File: config.mk
export PLATFORM = sky130hd
export DESIGN_NAME = link_setup_handshake_core
export DESIGN_NICKNAME = d
export VERILOG_FILES = /design/src/rtl/lsh_pkg.sv /design/src/rtl/link_setup_handshake_core.sv /design/src/rtl/lsh_front.sv /design/src/rtl/lsh_cmd_fifo.sv /design/src/rtl/lsh_back.sv
export SDC_FILE = /design/constraint.sdc
export NUM_CORES = 1
export LEC_CHECK = 0
export ABC_AREA = 1
export BUFFER_PORTS_ARGS = -buffer_cell sky130_fd_sc_hd__buf_2
export CAP_MARGIN = 15
export CORE_MARGIN = 8
export CORE_UTILIZATION = 59
export DETAILED_ROUTE_END_ITERATION = 8
export PLACE_DENSITY = 0.87
export SKIP_LAST_GASP = 1
export SLEW_MARGIN = 40
export SYNTH_ARGS = -nofsm -noshare
export SYNTH_HDL_FRONTEND = slang
export SYNTH_SLANG_ARGS = --single-unit
File: constraint.sdc
create_clock -name clk -period 8.7 [get_ports clk]
set_clock_uncertainty 0.1 [all_clocks]
set_input_delay 1.305 -clock clk [delete_from_list [all_inputs] [get_ports clk]]
set_output_delay 1.305 -clock clk [all_outputs]
set_load 0.01 [all_outputs]
File: src/rtl/lsh_pkg.sv
// shared types, constants and frame table for the link set-up handshake
package lsh_pkg;

    localparam int CMD_DEPTH = 4;

    localparam logic [7:0] FLAG_BYTE = 8'h7E;
    localparam logic [7:0] ADDR_BYTE = 8'h03;
    localparam logic [7:0] SET_CTRL  = 8'h03;
    localparam logic [7:0] UA_CTRL   = 8'h07;

    localparam logic [2:0] LAST_BEAT = 3'd4;

    typedef enum logic [1:0] {
        OP_START = 2'd0,
        OP_BYTE  = 2'd1,
        OP_TICK  = 2'd2,
        OP_NONE  = 2'd3
    } op_t;

    typedef enum logic [1:0] {
        PH_IDLE = 2'd0,
        PH_WAIT = 2'd1,
        PH_CONN = 2'd2,
        PH_FAIL = 2'd3
    } phase_t;

    typedef struct packed {
        logic [15:0] timeout_ticks;
        logic [3:0]  max_attempts;
    } cfg_t;

    // one command from the front: send a frame or a single plain word
    typedef struct packed {
        logic   frame;
        phase_t status;
    } cmd_t;

    function automatic logic [7:0] set_frame_byte(input logic [2:0] idx);
        logic [7:0] b;
        case (idx)
            3'd0:    b = FLAG_BYTE;
            3'd1:    b = ADDR_BYTE;
            3'd2:    b = SET_CTRL;
            3'd3:    b = ADDR_BYTE ^ SET_CTRL;
            default: b = FLAG_BYTE;
        endcase
        return b;
    endfunction

endpackage

File: src/rtl/link_setup_handshake_core.sv
// top level of the link set-up handshake with its configuration registers
//
// Transmitter side of the SET/UA link set-up. Items go in through push/full
// with an operation code: start, received byte, one time tick or none. A start, and
// every timeout below the attempt limit, makes five result words carrying the
// SET frame 7E 03 03 00 7E; any other item makes one word with no byte. Every
// word carries the phase after its item, and the final word of an item has
// last set. The front takes one item per cycle while the command queue has
// room; the back sequencer drains one result word per cycle while pop is
// held. Registers: timeout_ticks at byte address 0, max_attempts at byte
// address 4; a zero value acts as one.
module link_setup_handshake_core #(
    parameter int CMD_DEPTH = lsh_pkg::CMD_DEPTH
) (
    input  logic        clk,
    input  logic        rst_n,
    input  logic        psel,
    input  logic        penable,
    input  logic        pwrite,
    input  logic [2:0]  paddr,
    input  logic [31:0] pwdata,
    output logic [31:0] prdata,
    output logic        pready,
    input  logic        push,
    output logic        full,
    input  logic [1:0]  operation,
    input  logic [7:0]  rx_byte,
    output logic        empty,
    input  logic        pop,
    output logic        tx_valid,
    output logic [7:0]  tx_byte,
    output logic        last,
    output logic [1:0]  status
);

    logic [15:0]   timeout_reg;
    logic [3:0]    attempts_reg;
    lsh_pkg::cfg_t cfg;
    lsh_pkg::cmd_t front_cmd, back_cmd;
    logic          accept, cmd_rd, cmd_empty, cfg_wr;

    assign pready = 1'b1;
    assign cfg_wr = psel && penable && pwrite && pready;

    always_ff @(posedge clk or negedge rst_n)
    begin
        if (!rst_n)
        begin
            timeout_reg  <= 16'd3;
            attempts_reg <= 4'd3;
        end
        else if (cfg_wr)
        begin
            if (paddr[2])
                attempts_reg <= pwdata[3:0];
            else
                timeout_reg <= pwdata[15:0];
        end
    end

    assign prdata = paddr[2] ? {28'd0, attempts_reg} : {16'd0, timeout_reg};

    assign cfg.timeout_ticks = timeout_reg;
    assign cfg.max_attempts  = attempts_reg;

    assign accept = push && !full;

    lsh_front u_front (
        .clk       (clk),
        .rst_n     (rst_n),
        .accept    (accept),
        .operation (operation),
        .rx_byte   (rx_byte),
        .cfg       (cfg),
        .cmd       (front_cmd)
    );

    lsh_cmd_fifo #(
        .DEPTH (CMD_DEPTH)
    ) u_fifo (
        .clk     (clk),
        .rst_n   (rst_n),
        .wr_en   (accept),
        .wr_data (front_cmd),
        .full    (full),
        .rd_en   (cmd_rd),
        .rd_data (back_cmd),
        .empty   (cmd_empty)
    );

    lsh_back u_back (
        .clk       (clk),
        .rst_n     (rst_n),
        .cmd       (back_cmd),
        .cmd_empty (cmd_empty),
        .cmd_rd    (cmd_rd),
        .empty     (empty),
        .pop       (pop),
        .tx_valid  (tx_valid),
        .tx_byte   (tx_byte),
        .last      (last),
        .status    (status)
    );

endmodule

File: src/rtl/lsh_front.sv
// front part: accepts items, runs the ua parser, timeout and attempt counters
module lsh_front (
    input  logic           clk,
    input  logic           rst_n,
    input  logic           accept,
    input  logic [1:0]     operation,
    input  logic [7:0]     rx_byte,
    input  lsh_pkg::cfg_t  cfg,
    output lsh_pkg::cmd_t  cmd
);

    typedef enum logic [2:0] {
        PS_START = 3'd0,
        PS_FLAG  = 3'd1,
        PS_A     = 3'd2,
        PS_C     = 3'd3,
        PS_BCC   = 3'd4,
        PS_STOP  = 3'd5
    } parse_t;

    lsh_pkg::phase_t phase_reg, phase_next;
    parse_t          parse_reg, parse_next, parse_step;
    logic [15:0]     tick_reg, tick_next, tick_inc, limit;
    logic [3:0]      attempt_reg, attempt_next, attempt_inc, tries;
    logic            frame;

    always_comb
    begin
        case (parse_reg)
            PS_START: parse_step = (rx_byte == lsh_pkg::FLAG_BYTE) ? PS_FLAG : PS_START;
            PS_BCC:   parse_step = (rx_byte == lsh_pkg::FLAG_BYTE) ? PS_STOP : PS_START;
            PS_STOP:  parse_step = PS_STOP;
            PS_FLAG:
            begin
                if (rx_byte == lsh_pkg::FLAG_BYTE)
                    parse_step = PS_FLAG;
                else
                    parse_step = (rx_byte == lsh_pkg::ADDR_BYTE) ? PS_A : PS_START;
            end
            PS_A:
            begin
                if (rx_byte == lsh_pkg::FLAG_BYTE)
                    parse_step = PS_FLAG;
                else
                    parse_step = (rx_byte == lsh_pkg::UA_CTRL) ? PS_C : PS_START;
            end
            PS_C:
            begin
                if (rx_byte == lsh_pkg::FLAG_BYTE)
                    parse_step = PS_FLAG;
                else if (rx_byte == (lsh_pkg::ADDR_BYTE ^ lsh_pkg::UA_CTRL))
                    parse_step = PS_BCC;
                else
                    parse_step = PS_START;
            end
            default:  parse_step = PS_START;
        endcase
    end

    // zero settings behave as one
    assign limit       = (cfg.timeout_ticks == 16'd0) ? 16'd1 : cfg.timeout_ticks;
    assign tries       = (cfg.max_attempts == 4'd0) ? 4'd1 : cfg.max_attempts;
    assign tick_inc    = tick_reg + 16'd1;
    assign attempt_inc = attempt_reg + 4'd1;

    always_comb
    begin
        phase_next   = phase_reg;
        parse_next   = parse_reg;
        tick_next    = tick_reg;
        attempt_next = attempt_reg;
        frame        = 1'b0;
        case (lsh_pkg::op_t'(operation))
            lsh_pkg::OP_START:
            begin
                phase_next   = lsh_pkg::PH_WAIT;
                parse_next   = PS_START;
                tick_next    = 16'd0;
                attempt_next = 4'd0;
                frame        = 1'b1;
            end
            lsh_pkg::OP_BYTE:
            begin
                if (phase_reg == lsh_pkg::PH_WAIT)
                begin
                    parse_next = parse_step;
                    if (parse_step == PS_STOP)
                        phase_next = lsh_pkg::PH_CONN;
                end
            end
            lsh_pkg::OP_TICK:
            begin
                if (phase_reg == lsh_pkg::PH_WAIT)
                begin
                    tick_next = tick_inc;
                    if (tick_inc >= limit)
                    begin
                        tick_next    = 16'd0;
                        attempt_next = attempt_inc;
                        if (attempt_inc >= tries)
                            phase_next = lsh_pkg::PH_FAIL;
                        else
                            frame = 1'b1;
                    end
                end
            end
            default: ;
        endcase
    end

    assign cmd.frame  = frame;
    assign cmd.status = phase_next;

    always_ff @(posedge clk or negedge rst_n)
    begin
        if (!rst_n)
        begin
            phase_reg   <= lsh_pkg::PH_IDLE;
            parse_reg   <= PS_START;
            tick_reg    <= 16'd0;
            attempt_reg <= 4'd0;
        end
        else if (accept)
        begin
            phase_reg   <= phase_next;
            parse_reg   <= parse_next;
            tick_reg    <= tick_next;
            attempt_reg <= attempt_next;
        end
    end

endmodule

File: src/rtl/lsh_cmd_fifo.sv
// short command queue between the front and the back
module lsh_cmd_fifo #(
    parameter int DEPTH = lsh_pkg::CMD_DEPTH
) (
    input  logic          clk,
    input  logic          rst_n,
    input  logic          wr_en,
    input  lsh_pkg::cmd_t wr_data,
    output logic          full,
    input  logic          rd_en,
    output lsh_pkg::cmd_t rd_data,
    output logic          empty
);

    localparam int PTR_W = (DEPTH > 1) ? $clog2(DEPTH) : 1;
    localparam int CNT_W = $clog2(DEPTH + 1);
    localparam logic [PTR_W-1:0] PTR_LAST = PTR_W'(DEPTH - 1);
    localparam logic [CNT_W-1:0] CNT_FULL = CNT_W'(DEPTH);

    lsh_pkg::cmd_t    mem [DEPTH];
    logic [PTR_W-1:0] wr_ptr_reg, rd_ptr_reg;
    logic [CNT_W-1:0] count_reg;
    logic             do_wr, do_rd;

    assign full    = (count_reg == CNT_FULL);
    assign empty   = (count_reg == '0);
    assign do_wr   = wr_en && !full;
    assign do_rd   = rd_en && !empty;
    assign rd_data = mem[rd_ptr_reg];

    always_ff @(posedge clk)
    begin
        if (do_wr)
            mem[wr_ptr_reg] <= wr_data;
    end

    always_ff @(posedge clk or negedge rst_n)
    begin
        if (!rst_n)
        begin
            wr_ptr_reg <= '0;
            rd_ptr_reg <= '0;
            count_reg  <= '0;
        end
        else
        begin
            if (do_wr)
                wr_ptr_reg <= (wr_ptr_reg == PTR_LAST) ? '0 : wr_ptr_reg + PTR_W'(1);
            if (do_rd)
                rd_ptr_reg <= (rd_ptr_reg == PTR_LAST) ? '0 : rd_ptr_reg + PTR_W'(1);
            if (do_wr && !do_rd)
                count_reg <= count_reg + CNT_W'(1);
            else if (do_rd && !do_wr)
                count_reg <= count_reg - CNT_W'(1);
        end
    end

endmodule

File: src/rtl/lsh_back.sv
// back part: expands each command into result words, one word per cycle while pop is held
module lsh_back (
    input  logic          clk,
    input  logic          rst_n,
    input  lsh_pkg::cmd_t cmd,
    input  logic          cmd_empty,
    output logic          cmd_rd,
    output logic          empty,
    input  logic          pop,
    output logic          tx_valid,
    output logic [7:0]    tx_byte,
    output logic          last,
    output logic [1:0]    status
);

    logic            cur_valid_reg;
    logic            frame_reg;
    lsh_pkg::phase_t status_reg;
    logic [2:0]      beat_reg;
    logic            word_done;

    assign empty     = !cur_valid_reg;
    assign tx_valid  = frame_reg;
    assign tx_byte   = frame_reg ? lsh_pkg::set_frame_byte(beat_reg) : 8'h00;
    assign last      = !frame_reg || (beat_reg == lsh_pkg::LAST_BEAT);
    assign status    = status_reg;
    assign word_done = cur_valid_reg && pop;

    // fetch the next command when idle or as the final word leaves
    assign cmd_rd = !cmd_empty && (!cur_valid_reg || (word_done && last));

    always_ff @(posedge clk or negedge rst_n)
    begin
        if (!rst_n)
            cur_valid_reg <= 1'b0;
        else if (cmd_rd)
            cur_valid_reg <= 1'b1;
        else if (word_done && last)
            cur_valid_reg <= 1'b0;
    end

    always_ff @(posedge clk)
    begin
        if (cmd_rd)
        begin
            frame_reg  <= cmd.frame;
            status_reg <= cmd.status;
            beat_reg   <= 3'd0;
        end
        else if (word_done && !last)
            beat_reg <= beat_reg + 3'd1;
    end

endmodule

# Word level (Yosys, flattened, before mapping)

Memories as Yosys holds them, arrays and structs flattened. A register that Yosys moved wholly into a read port is not among the register bits.
Index checks and enable logic that the tools add are counted.

Add/subtract/negate cells: 7
$lt $le $gt $ge: 2
Equality and inequality tests: 23
Multiplexer cells: 40
Bitwise logic cells: 1
Reduce and logical (&&, ||, !) cells: 35

Operators by type and width:

| kind                                                | count |
|---|---|
| 2-to-1 mux 16 bit                                   | 4 |
| case mux 16 bit (2 select lines)                    | 1 |
| 2-to-1 mux 3 bit                                    | 8 |
| 2-to-1 mux 2 bit                                    | 9 |
| case mux 3 bit (6 select lines)                     | 1 |
| adder 16 x 1 -> 16 bit, second input constant       | 1 |
| equality test 8 x 3 -> 1 bit, second input constant | 2 |
| greater-or-equal comparator 16 bit                  | 1 |
| logical NOT 16 bit                                  | 1 |
| equality test 3 bit, second input constant          | 5 |
| case mux 7 bit (2 select lines)                     | 1 |
| equality test 3 x 2 -> 1 bit, second input constant | 4 |
| 2-to-1 mux 4 bit                                    | 3 |
| logical AND 1 bit                                   | 11 |
| equality test 8 x 2 -> 1 bit, second input constant | 1 |
| equality test 8 x 7 -> 1 bit, second input constant | 1 |
| 2-to-1 mux 1 bit                                    | 8 |
| case mux 4 bit (2 select lines)                     | 1 |
| nonzero test 2 bit                                  | 4 |
| logical NOT 1 bit                                   | 7 |
| 2-to-1 mux 7 bit                                    | 1 |
| adder 3 x 1 -> 3 bit, second input constant         | 2 |
| equality test 2 bit, second input constant          | 3 |
| equality test 3 x 1 -> 1 bit, second input constant | 2 |
| 18 further kinds                                    | 26 |

Register bits: 56
Memory bits (writable): 12
Bits of input ports: 52
Output and inout bits: 47
Memories kept: 1

Memory list:

| memory     | words | bits a word | rd ports | clocked after memory_dff | write ports | RTL line           | source |
|---|---|---|---|---|---|---|---|
| u_fifo.mem | 4     | 3           | 1        | 1                        | 1           | lsh_cmd_fifo.sv:20 | `lsh_pkg::cmd_t mem [DEPTH];` |

# Depth between registers and ports, before layout

Gate-level depths: netlist of the first run.

Depth after elaboration: 9
Mapped depth: 23
Depth with buffers taken out: 23

# Modules after synthesis

Synthesis of the first run repeated with hierarchy kept, for this count alone.

Cells, all modules: 599
Area total of the unflattened synthesis: 4713.3 sq um

Modules (own cells, without submodules):

| module                    | times used | cells an instance | area each (sq um) |
|---|---|---|---|
| lsh_front                 | 1          | 301               | 2170.8 |
| link_setup_handshake_core | 1          | 150               | 1157.4 |
| lsh_cmd_fifo              | 1          | 95                | 949.7 |
| lsh_back                  | 1          | 53                | 435.4 |

# Least setup slack after synthesis of the first run

No wires, ideal clock.

Kind: input port to output port
Start point: in paddr[2]
End point: out prdata[0]
Data arrival time: 1.779 ns
Data required time: 7.295 ns
Path slack: 5.516 ns
Stages: 2
Path through: clkbuf_1 -> o21ai_0

Longest elaborated chain between the ends: 1

RTL lines:

| element           | RTL line                        | source |
|---|---|---|
| from (decl)       | link_setup_handshake_core.sv:20 | `input logic [2:0] paddr,` |
| 2-to-1 mux 16 bit | link_setup_handshake_core.sv:61 | `assign prdata = paddr[2] ? {28'd0, attempts_reg} : {16'd0, timeout_reg};` |
| to (decl)         | link_setup_handshake_core.sv:22 | `output logic [31:0] prdata,` |

Every way passes these cells.

# Worst setup path in the final report of the first run

Start point: reg u_front.tick_reg[0]
End point: reg u_front.tick_reg[1]

Longest elaborated chain between the ends: 5

RTL lines:

| element                            | RTL line         | source |
|---|---|---|
| from (decl)                        | lsh_front.sv:23  | `logic [15:0] tick_reg, tick_next, tick_inc, limit;` |
| from (signal assigned)             | lsh_front.sv:127 | `tick_reg <= tick_next;` |
| adder 16 x 1 -> 16 bit *           | lsh_front.sv:63  | `assign tick_inc = tick_reg + 16'd1;` |
| greater-or-equal comparator 16 bit | lsh_front.sv:96  | `if (tick_inc >= limit)` |
| 2-to-1 mux 16 bit *                | lsh_front.sv:96  |  |
| 2-to-1 mux 16 bit *                | lsh_front.sv:93  | `if (phase_reg == lsh_pkg::PH_WAIT)` |
| case mux 16 bit (2 select lines) * | lsh_front.sv:73  | `case (lsh_pkg::op_t'(operation))` |

Mark *: on every way between the ends. The rest lies on a longest branch, timed or not. The select of a mux whose other input is x is not followed.
A chain may end at the register's enable or synchronous reset.

==> impl_metrics.toml, run 1 <==
[run_status]
outcome = "finished clean"

[timing]
setup-tns-final_ns = 0
relSlewSlack_pct = 53.02
tightest_slew_ns = 0.7021
rsz0062_at_grt = "no"
fmaxAchievable_mhz = 282.0
period_share_pct = 40.76
drv_slew = 0
hold_viol = 0
setup_viol = 0
hold_slack_ns = 0.3995
period_minus_slack_ns = 3.546

[logic_synthesis]
seq_area_frac_synth_pct = 42.54
synth.avg_cell_area_um2 = 7.929
yosysWarnings = 0
synth.area.top_cells = "dfrtp_1 28%, edfxtp_1 10%, ha_1 9.5%"
synth.distinct_cells = 38
synth_top_area_cell = "dfrtp_1"
synth_top_area_share_pct = 28.32
syn_inst = 546
synth-seq-cells = 71
synth_area_um2 = 4329

[cells_and_area]
nets = 692
syn2layout_area_growth_pct = 11.42
antenna_cells = 0
fillers = 560
final_common_cell = "inv_1"
regArea_um2 = 1842
drive_gt1_share_pct = 15.06
final_cell_mix = "99 x inv_1, 97 x nand2_1, 62 x buf_2"
multiInputGateArea_um2 = 1978

[power]
leakage_nw = 2.534
combPwrFrac_pct = 35.4
p_sw_w = 0.0004372
seqPwrFrac_pct = 41.9
power.internal_w = 0.0006836
pwr-share-clk_pct = 22.6
power_density_nw_per_um2 = 232.4
swShare_pct = 39.00
ir_drop_mv = 0.1469

[placed_design]
dp.final_hpwl_um = 6863
numPortBuffers = 62
gp_congestion = 0.8421

[clock_network]
hold_buffers = 0
cts_tree = "done"
cts_resized = 0
ctsHtreeMaxLevel = 3
cts_buffers = 9
postCtsSetupRepairBufs = 0
clock_sinks = 71
clk_latency_ns = 0.36
clk_pin_slew_ns = 0.09
clock-root-buffer = "clkbuf_8"
clk_path_buf_depth = 2

[min_path]
hold_path_class = "register to register"
min_from = "timeout_reg[0]"

[floorplanning]
die_w_um = 101.7
ioPinCount = 99
start_util_pct = 60.33
num_rows = 31
die-area_um2 = 10330
die_height_um = 101.7
fp.coreArea_um2 = 7176

[setup_path]
startpoint = "u_front.tick_reg[0]"
timing.rr.start = "u_front.tick_reg[0]"
critPathCaptureType = "register"
start_kind = "register"
critPathArrivalTime_ns = 3.72
worst_ep_required_time_ns = 8.87
crit_type = "register to register"
crit_fanout = 16

[flow_run]
drv_cap = 0

[global_routing]
grt_pass1_wl_um = 15210
track_usage_pct = 18.20
grt_pass1_vias = 3635
grt_max_degree = 54
antenna_found_initial = 0
grt-ovfl-total = 0

[routing]
drc_errors = 0
viasPerCell = 5.130
ant_nets = 0
drtPass1Iterations = 4
wl_per_cell_um = 12.72
drt_first_iter_violations = 215
vias = 3642
wl_um = 9032
[per-stage QoR]
stage,area (um^2),power [W],util (%),std cells,worst slack [ns]
floorplan,4389,0.0007683,-,562,5.516
global placement,4634,0.0008436,64.59,694,5.035
detailed placement,4634,0.0008734,64.59,694,4.896
CTS,4821,0.001127,67.18,710,5.202
global route,4823,0.001212,67.22,710,4.849
finish,4823,0.001121,67.22,710,5.154
[worst paths after layout]
check                                 endpoint  slack [ns]  depth (start not counted)
min                             timeout_reg[0]        0.40                          2
max reg2reg                u_front.tick_reg[1]        5.15                         16
max                        u_front.tick_reg[1]        5.15                         16
min reg2reg                     timeout_reg[0]        0.40                          2
max in group asynchronous       timeout_reg[2]        7.10                          2
min in group asynchronous  u_front.tick_reg[8]        0.96                          2
[area by class of cell]
type                    count  share of cell area, %
clock inverters             7                  1.297
flip-flops and latches     71                  38.18
inverters                 100                  7.782
multi-input cells         361                  41.01
clock buffers               9                  2.568
well taps                  99                  2.568
repair buffers             63                  6.589
[critical path, stage by stage (launching register included)]
cell and delay, ns:
dfrtp_1 0.45, ha_1 0.22, nand2_1 0.09, nor2_1 0.17
nand3_1 0.13, nor2_1 0.18, nand2_1 0.14, nor2_1 0.21
nand3_1 0.09, nand2_1 0.11, inv_1 0.06, ha_1 0.28
nand2_1 0.09, o21ai_0 0.11, a21oi_1 0.28, nand4_2 0.44
o21ai_0 0.31
[metal layers]
layer | wire length (um) | share of wire (%) | up-vias | global-route usage, %
met3 | 534 | 5.9 | 12 | 5.086
met1 | 3812 | 42 | 1687 | 19.95
li1 | - | - | 1845 | -
met5 | 0 | 0 | - | 0
met2 | 4560 | 50 | 98 | 32.34
met4 | 125 | 1.4 | 0 | 7.216
[kinds of logic (layout without fill, tap and decap cells)]
kind of cell	count (synthesis)	after routing	share of synthesized area [%]
other cells	2	18	0.1735
simple gates	205	205	20.23
mux	1	1	0.2601
compound gates	94	94	11.76
fa+ha+maj	34	34	10.00
flops	71	71	42.54
xor+xnor	9	9	1.821
buf+inv	130	179	13.21
[Yosys cell counts]
cell	number
nand2_1	98
o22ai_1	15
clkbuf_1	5
nor3b_1	1
a32oi_1	1
o21bai_1	1
o41ai_1	1
nand4_1	11
dfstp_2	4
conb_1	2
o21ai_0	46
buf_2	1
a31o_2	1
o21ai_1	1
o2111a_1	1
nor3_4	1
a21oi_1	27
or2_2	2
nand4_2	1
buf_1	2
mux2_2	1
nand3_1	20
edfxtp_1	15
xor2_1	7
nor2_1	59
nor4b_1	1
nor2_2	1
fa_1	1
dfxtp_1	3
nor4_1	2
inv_2	1
inv_1	99
ha_1	33
nor3_1	7
buf_4	22
and3_1	1
dfrtp_1	49
xnor2_1	2
[power by group through the flow]
stage               clock network [W]  logic [W]  registers (W)
floorplan                           0   0.000299       0.000470
global placement                    0   0.000371       0.000473
detailed placement                  0   0.000396       0.000477
CTS                          0.000257   0.000400       0.000470
global route                 0.000271   0.000460       0.000480
finish                       0.000254   0.000397       0.000470
(Power assumes the default switching activity.)
==> inputs of run 2 (changes only) <==
--- a/config.mk
+++ b/config.mk
@@ -5,13 +5,13 @@
 export SDC_FILE = /design/constraint.sdc
 export NUM_CORES = 1
 export LEC_CHECK = 0
-export ABC_AREA = 1
+export ABC_AREA = 0
 export BUFFER_PORTS_ARGS = -buffer_cell sky130_fd_sc_hd__buf_2
 export CAP_MARGIN = 15
 export CORE_MARGIN = 8
-export CORE_UTILIZATION = 59
+export CORE_UTILIZATION = 55
 export DETAILED_ROUTE_END_ITERATION = 8
-export PLACE_DENSITY = 0.87
+export PLACE_DENSITY = 0.82
 export SKIP_LAST_GASP = 1
 export SLEW_MARGIN = 40
 export SYNTH_ARGS = -nofsm -noshare
==> constraint.sdc (replaced) <==
create_clock -name clk -period 3.55 [get_ports clk]
set_clock_uncertainty 0.1 [all_clocks]
set_input_delay 0.5325 -clock clk [delete_from_list [all_inputs] [get_ports clk]]
set_output_delay 0.5325 -clock clk [all_outputs]
set_load 0.01 [all_outputs]
==> run 2 against run 1 <==
Compared with the run above:
- utilization is 3.2 points lower
- fmax is 7.2% higher
- critical path depth is 2 lower
- clock power grew to 2.9 times the previous value
- sequential power is 150% higher
- via count is 9.3% lower
- non-clock buffer count is 4 higher
- cell area is 2.6% higher
- sequential share of layout area is 0.95 points lower
==> impl_metrics.toml, run 2 <==
[global_routing]
antenna_found_initial = 0
grt_pass1_vias = 3438
grt_pass1_wl_um = 16120
grt_max_degree = 41
grt-ovfl-total = 0
track_usage_pct = 17.32

[placed_design]
dpl-instance-area_um2 = 4705
numPortBuffers = 62
place_ws_ns = 0.1540
dp.final_hpwl_um = 7275
gp_congestion = 0.7945

[clock_network]
clk_path_buf_depth = 2
postCtsSetupRepairBufs = 0
hold_buffers = 0
cts_tree = "done"
clk_latency_ns = 0.34
clk_pin_slew_ns = 0.08
cts_resized = 0
clock_sinks = 71
cts_buffers = 9
ctsHtreeMaxLevel = 3
clock-root-buffer = "clkbuf_8"

[setup_path]
crit_type = "register to register"
critPathCaptureType = "register"
critPathArrivalTime_ns = 3.49
start_kind = "register"
worst_ep_required_time_ns = 3.74
crit_fanout = 27

[logic_synthesis]
synth.area.top_cells = "dfrtp_1 28%, edfxtp_1 10%, ha_1 9.4%"
synth_top_area_cell = "dfrtp_1"
synth-seq-cells = 71
synth.distinct_cells = 64
synth_area_um2 = 4402
synth-main-ff-cell = "dfrtp_1"
synth.avg_cell_area_um2 = 10.17
synth_common_cells = "49 x dfrtp_1, 33 x ha_1, 32 x inv_1, 31 x nand2_1, 30 x nor2_1"
synth_top_area_share_pct = 27.86
synth_edf_count = 15
synth.most_common_cell = "dfrtp_1"
yosysWarnings = 0
ys_async_sr_fraction_pct = 74.65
seq_area_frac_synth_pct = 41.84
syn_inst = 433

[timing]
relSlewSlack_pct = 66.00
period_minus_slack_ns = 3.307
tightest_slew_ns = 0.5099
setup_ws_ns = 0.2430
hold_viol = 0
fmaxAchievable_mhz = 302.4
setup-tns-final_ns = 0
rsz0062_at_grt = "no"
drv_slew = 0
setup_viol = 0
period_share_pct = 93.15

[flow_run]
drv_cap = 0

[routing]
ant_nets = 0
vias = 3304
drtPass1Iterations = 4
drt_first_iter_violations = 132
wl_um = 9425
viasPerCell = 5.525
wl_per_cell_um = 15.76
drc_errors = 0

[power]
leakage_nw = 2.309
power_density_nw_per_um2 = 564.8
ir_drop_mv = 0.3428
power.total_w = 0.002796

[cells_and_area]
antenna_cells = 0
syn2layout_area_growth_pct = 12.45
fin_area_um2 = 4950
nets = 577
drive_gt1_share_pct = 25.81
final_common_cell = "buf_2"
regArea_um2 = 1843
multiInputGateArea_um2 = 2270
fillers = 635
final_cell_mix = "61 x buf_2, 48 x dfrtp_1, 32 x inv_1, 32 x ha_1, 31 x nand2_1"

[run_status]
outcome = "finished clean"

[floorplanning]
fp.coreArea_um2 = 7727
die-area_um2 = 11120
ioPinCount = 99
die_w_um = 105.5
num_rows = 32
start_util_pct = 56.96
die_height_um = 105.5

[min_path]
hold_path_class = "primary input to asynchronous set/reset pin"
run 2: cell count changes in the layout (fill, tap and decap cells not counted), sizes merged, moves of 9 or more:
cell / before / now
o21ai: 47 / 18
nand2: 98 / 31
xnor2: 2 / 11
nor2: 60 / 32
nor3: 8 / 17
o22ai: 15 / 2
a21oi: 27 / 13
mux2: 1 / 24
inv: 104 / 32
nand4: 12 / 2
a22o: 0 / 9
run 2: path summary, 6_finish.rpt:
kind                            slack, ns           startpoint  cells after the start                      to
worst max-delay path                 0.24  u_front.tick_reg[0]                     14    u_front.tick_reg[15]
worst min-delay path                 0.06                rst_n                      1    u_front.tick_reg[10]
worst max register to register       0.24  u_front.tick_reg[0]                     14    u_front.tick_reg[15]
worst min register to register       0.40  u_fifo.count_reg[2]                      1     u_fifo.count_reg[2]
max in group asynchronous            2.69                rst_n                      2  u_front.attempt_reg[3]
min in group clk                     0.32           pwdata[11]                      2         timeout_reg[11]
run 2: layout make-up:
| cell class | count | share of cell area (%) |
|---|---|---|
| Tap cell | 102 | 2.578 |
| Sequential cell | 71 | 37.23 |
| Timing Repair Buffer | 67 | 7.406 |
| Inverter | 32 | 2.427 |
| Clock buffer | 11 | 2.856 |
| Multi-Input combinational cell | 310 | 45.85 |
| Clock inverter | 5 | 1.643 |
run 2: worst max-delay path, cell delays in order (launching register included):
cell,delay (ns)
dfrtp_2,0.43
ha_2,0.24
nand3_2,0.13
nor2_2,0.18
and3_2,0.26
nand3_1,0.10
xnor2_1,0.25
ha_1,0.28
o21ai_0,0.16
nor2_1,0.08
a211oi_2,0.23
o21ai_2,0.10
buf_12,0.17
o311ai_0,0.36
o21a_1,0.17
run 2: layer usage:
layer / track usage (%) / wire (um) / vias to the layer above
li1: - / - / 1614
met1: 20.32 / 4050 / 1588
met5: 0 / 0 / -
met4: 4.281 / 123 / 0
met2: 29.99 / 4651 / 88
met3: 5.481 / 600 / 14
run 2: through the flow:
stage	utilization, %	cells	hold WS (ns)
final	64.05	598	0.05848
after global routing	64.05	598	0.09161
after CTS	63.76	597	0.07452
after floorplan	-	449	0.1369
after global placement	60.85	581	0.3716
after detailed placement	60.88	581	0.3949
run 2: cells by family (layout without fill, tap and decap cells):
logic type / count (synthesis) / after routing / synth area share (%)
AND/OR/NAND/NOR: 134 / 134 / 15.92
AO/OA/AOI/OAI: 76 / 76 / 12.17
flip-flops: 71 / 71 / 41.84
buffers and inverters: 68 / 115 / 8.187
adder cells (fa/ha/maj): 34 / 34 / 9.835
multiplexers: 28 / 28 / 7.902
XOR/XNOR: 20 / 20 / 3.980
other: 2 / 18 / 0.1706
run 2: power by group:
part           internal [W]  leakage [nW]  switching (W)
sequential          0.00101         0.814       0.000150
combinational      0.000418          1.39       0.000495
clock              0.000415         0.110       0.000309
==> inputs of run 3 (changes only) <==
--- a/config.mk
+++ b/config.mk
@@ -12,6 +12,7 @@
 export CORE_UTILIZATION = 55
 export DETAILED_ROUTE_END_ITERATION = 8
 export PLACE_DENSITY = 0.82
+export RECOVER_POWER = 100
 export SKIP_LAST_GASP = 1
 export SLEW_MARGIN = 40
 export SYNTH_ARGS = -nofsm -noshare
==> run 3 against run 2 <==
Compared with the run above:
- the flow now finishes with violations (max-capacitance violations, max-slew violations)
- wire length is 0.17% lower
- critical path depth stayed put
- sequential cell count stayed put
- critical path type unchanged
- largest cell class unchanged
==> impl_metrics.toml, run 3 (synthesis gave the netlist of run 2 again) <==
[global_routing]
grt-ovfl-total = 0
track_usage_pct = 17.32
antenna_found_initial = 0
grt_pass1_wl_um = 16120
grt_pass1_vias = 3438
grt_max_degree = 41

[cells_and_area]
drive_gt1_share_pct = 18.15
fillers = 660
syn2layout_area_growth_pct = 10.74
nets = 577
final_common_cell = "dfrtp_1"
antenna_cells = 0
final_cell_mix = "48 x dfrtp_1, 35 x clkbuf_1, 32 x inv_1, 32 x ha_1, 31 x nand2_1"

[run_status]
violations = "max-capacitance violations, max-slew violations"
outcome = "finished, violations left"

[routing]
dr.max_layer_used = "met4"
viasPerCell = 5.505
route.met3.wl_um = 606
drt_first_iter_violations = 131
ant_nets = 0
vias = 3292
drc_errors = 0
wl_um = 9409
drtPass1Iterations = 4
wl_per_cell_um = 15.73
wl_met1_um = 4022
met2_length_um = 4657

[power]
power.internal_w = 0.001806
p_sw_w = 0.0009515
seqPwrFrac_pct = 42.0
pwr-share-clk_pct = 26.3
leakage_nw = 2.185
combPwrFrac_pct = 31.8
swShare_pct = 34.51
ir_drop_mv = 0.3423
power_density_nw_per_um2 = 565.6

[placed_design]
dp.final_hpwl_um = 7275
gp_congestion = 0.7945
place_ws_ns = 0.1540
numPortBuffers = 62

[floorplanning]
die_w_um = 105.5
num_rows = 32
ioPinCount = 99
fp.coreArea_um2 = 7727
die_height_um = 105.5
die-area_um2 = 11120
start_util_pct = 56.96

[flow_run]
drv_cap = 1

[timing]
setup_ws_ns = 0.2599
drv_slew = 41
hold_viol = 0
period_share_pct = 92.68
rsz0062_at_grt = "no"
setup-tns-final_ns = 0
setup_viol = 0
period_minus_slack_ns = 3.290
relSlewSlack_pct = -43.37
fmaxAchievable_mhz = 303.9
tightest_slew_ns = 2.151

[setup_path]
critPathSlowestCell = "dfrtp_2"
slowest_delay_ns = 0.43
critPathCaptureType = "register"
critPathArrivalTime_ns = 3.47
path_cells = "ha_2 > nand3_2 > nor2_2 > and3_2 > nand3_1 > xnor2_1 > ha_1 > o21ai_0 > nor2_1 > a211oi_2 > o21ai_2 > buf_12 > o311ai_0 > o21a_1"
critPathTopFamily = "compound AO/OA/AOI/OAI gates"
crit_buf_inv = 1
start_kind = "register"
crit_type = "register to register"
crit_fanout = 27
worst_ep_required_time_ns = 3.73

[min_path]
hold_path_class = "primary input to register"

[clock_network]
clk_latency_ns = 0.34
cts_tree = "done"
ctsHtreeMaxLevel = 3
cts_buffers = 9
clock-root-buffer = "clkbuf_8"
clock_sinks = 71
clk_pin_slew_ns = 0.08
clk_path_buf_depth = 2
[run 3: final timing paths]
| path | from | to | slack, ns | depth (start not counted) |
|---|---|---|---|---|
| worst min-delay path | pwdata[11] | timeout_reg[11] | 0.32 | 2 |
| max in group asynchronous | rst_n | u_front.attempt_reg[3] | 1.08 | 2 |
| worst max-delay path | u_front.tick_reg[0] | u_front.tick_reg[15] | 0.26 | 14 |
| worst max register to register | u_front.tick_reg[0] | u_front.tick_reg[15] | 0.26 | 14 |
| worst min register to register | u_fifo.count_reg[2] | u_fifo.count_reg[2] | 0.41 | 1 |
| min in group asynchronous | rst_n | u_front.tick_reg[9] | 0.72 | 1 |
[run 3: cell type report]
class / count / area [um^2] / share of cell area, %
Sequential cell: 71 / 1843 / 37.81
Inverter: 32 / 120.1 / 2.464
Multi-Input combinational cell: 310 / 2248 / 46.12
Timing Repair Buffer: 67 / 312.8 / 6.417
Tap cell: 102 / 127.6 / 2.618
Clock inverter: 5 / 81.33 / 1.668
Clock buffer: 11 / 141.4 / 2.900
[run 3: layer usage]
layer	up-vias	track usage [%]
met1	1574	20.32
met5	-	0
li1	1614	-
met3	14	5.481
met2	90	29.99
met4	0	4.281
[run 3: repair_timing]
| item | 4_1_cts | 5_1_grt |
|---|---|---|
| hold buffers | 0 | 0 |
| setup endpoints to repair | 0 | 16 |
| buffers inserted | 0 | 0 |
| resized for setup | 0 | 5 |
[run 3: power groups by stage]
stage          Clock (W)  Sequential [W]  Combinational [W]
6_report        0.000724         0.00116           0.000876
5_1_grt         0.000763         0.00118            0.00101
4_1_cts         0.000728         0.00116           0.000927
3_5_place_dp           0         0.00118           0.000920
3_3_place_gp           0         0.00116           0.000867
2_1_floorplan          0         0.00114           0.000692
[run 3: metrics by stage]
stage | util [%] | power, W | area, um^2 | hold WS [ns] | cells
4_1_cts | 63.76 | 0.002814 | 4927 | 0.07452 | 597
5_1_grt | 63.08 | 0.002953 | 4875 | 0.3150 | 598
3_5_place_dp | 60.88 | 0.002096 | 4705 | 0.3949 | 581
2_1_floorplan | - | 0.001828 | 4462 | 0.1369 | 449
6_report | 63.08 | 0.002757 | 4875 | 0.3179 | 598
3_3_place_gp | 60.85 | 0.002027 | 4702 | 0.3716 | 581
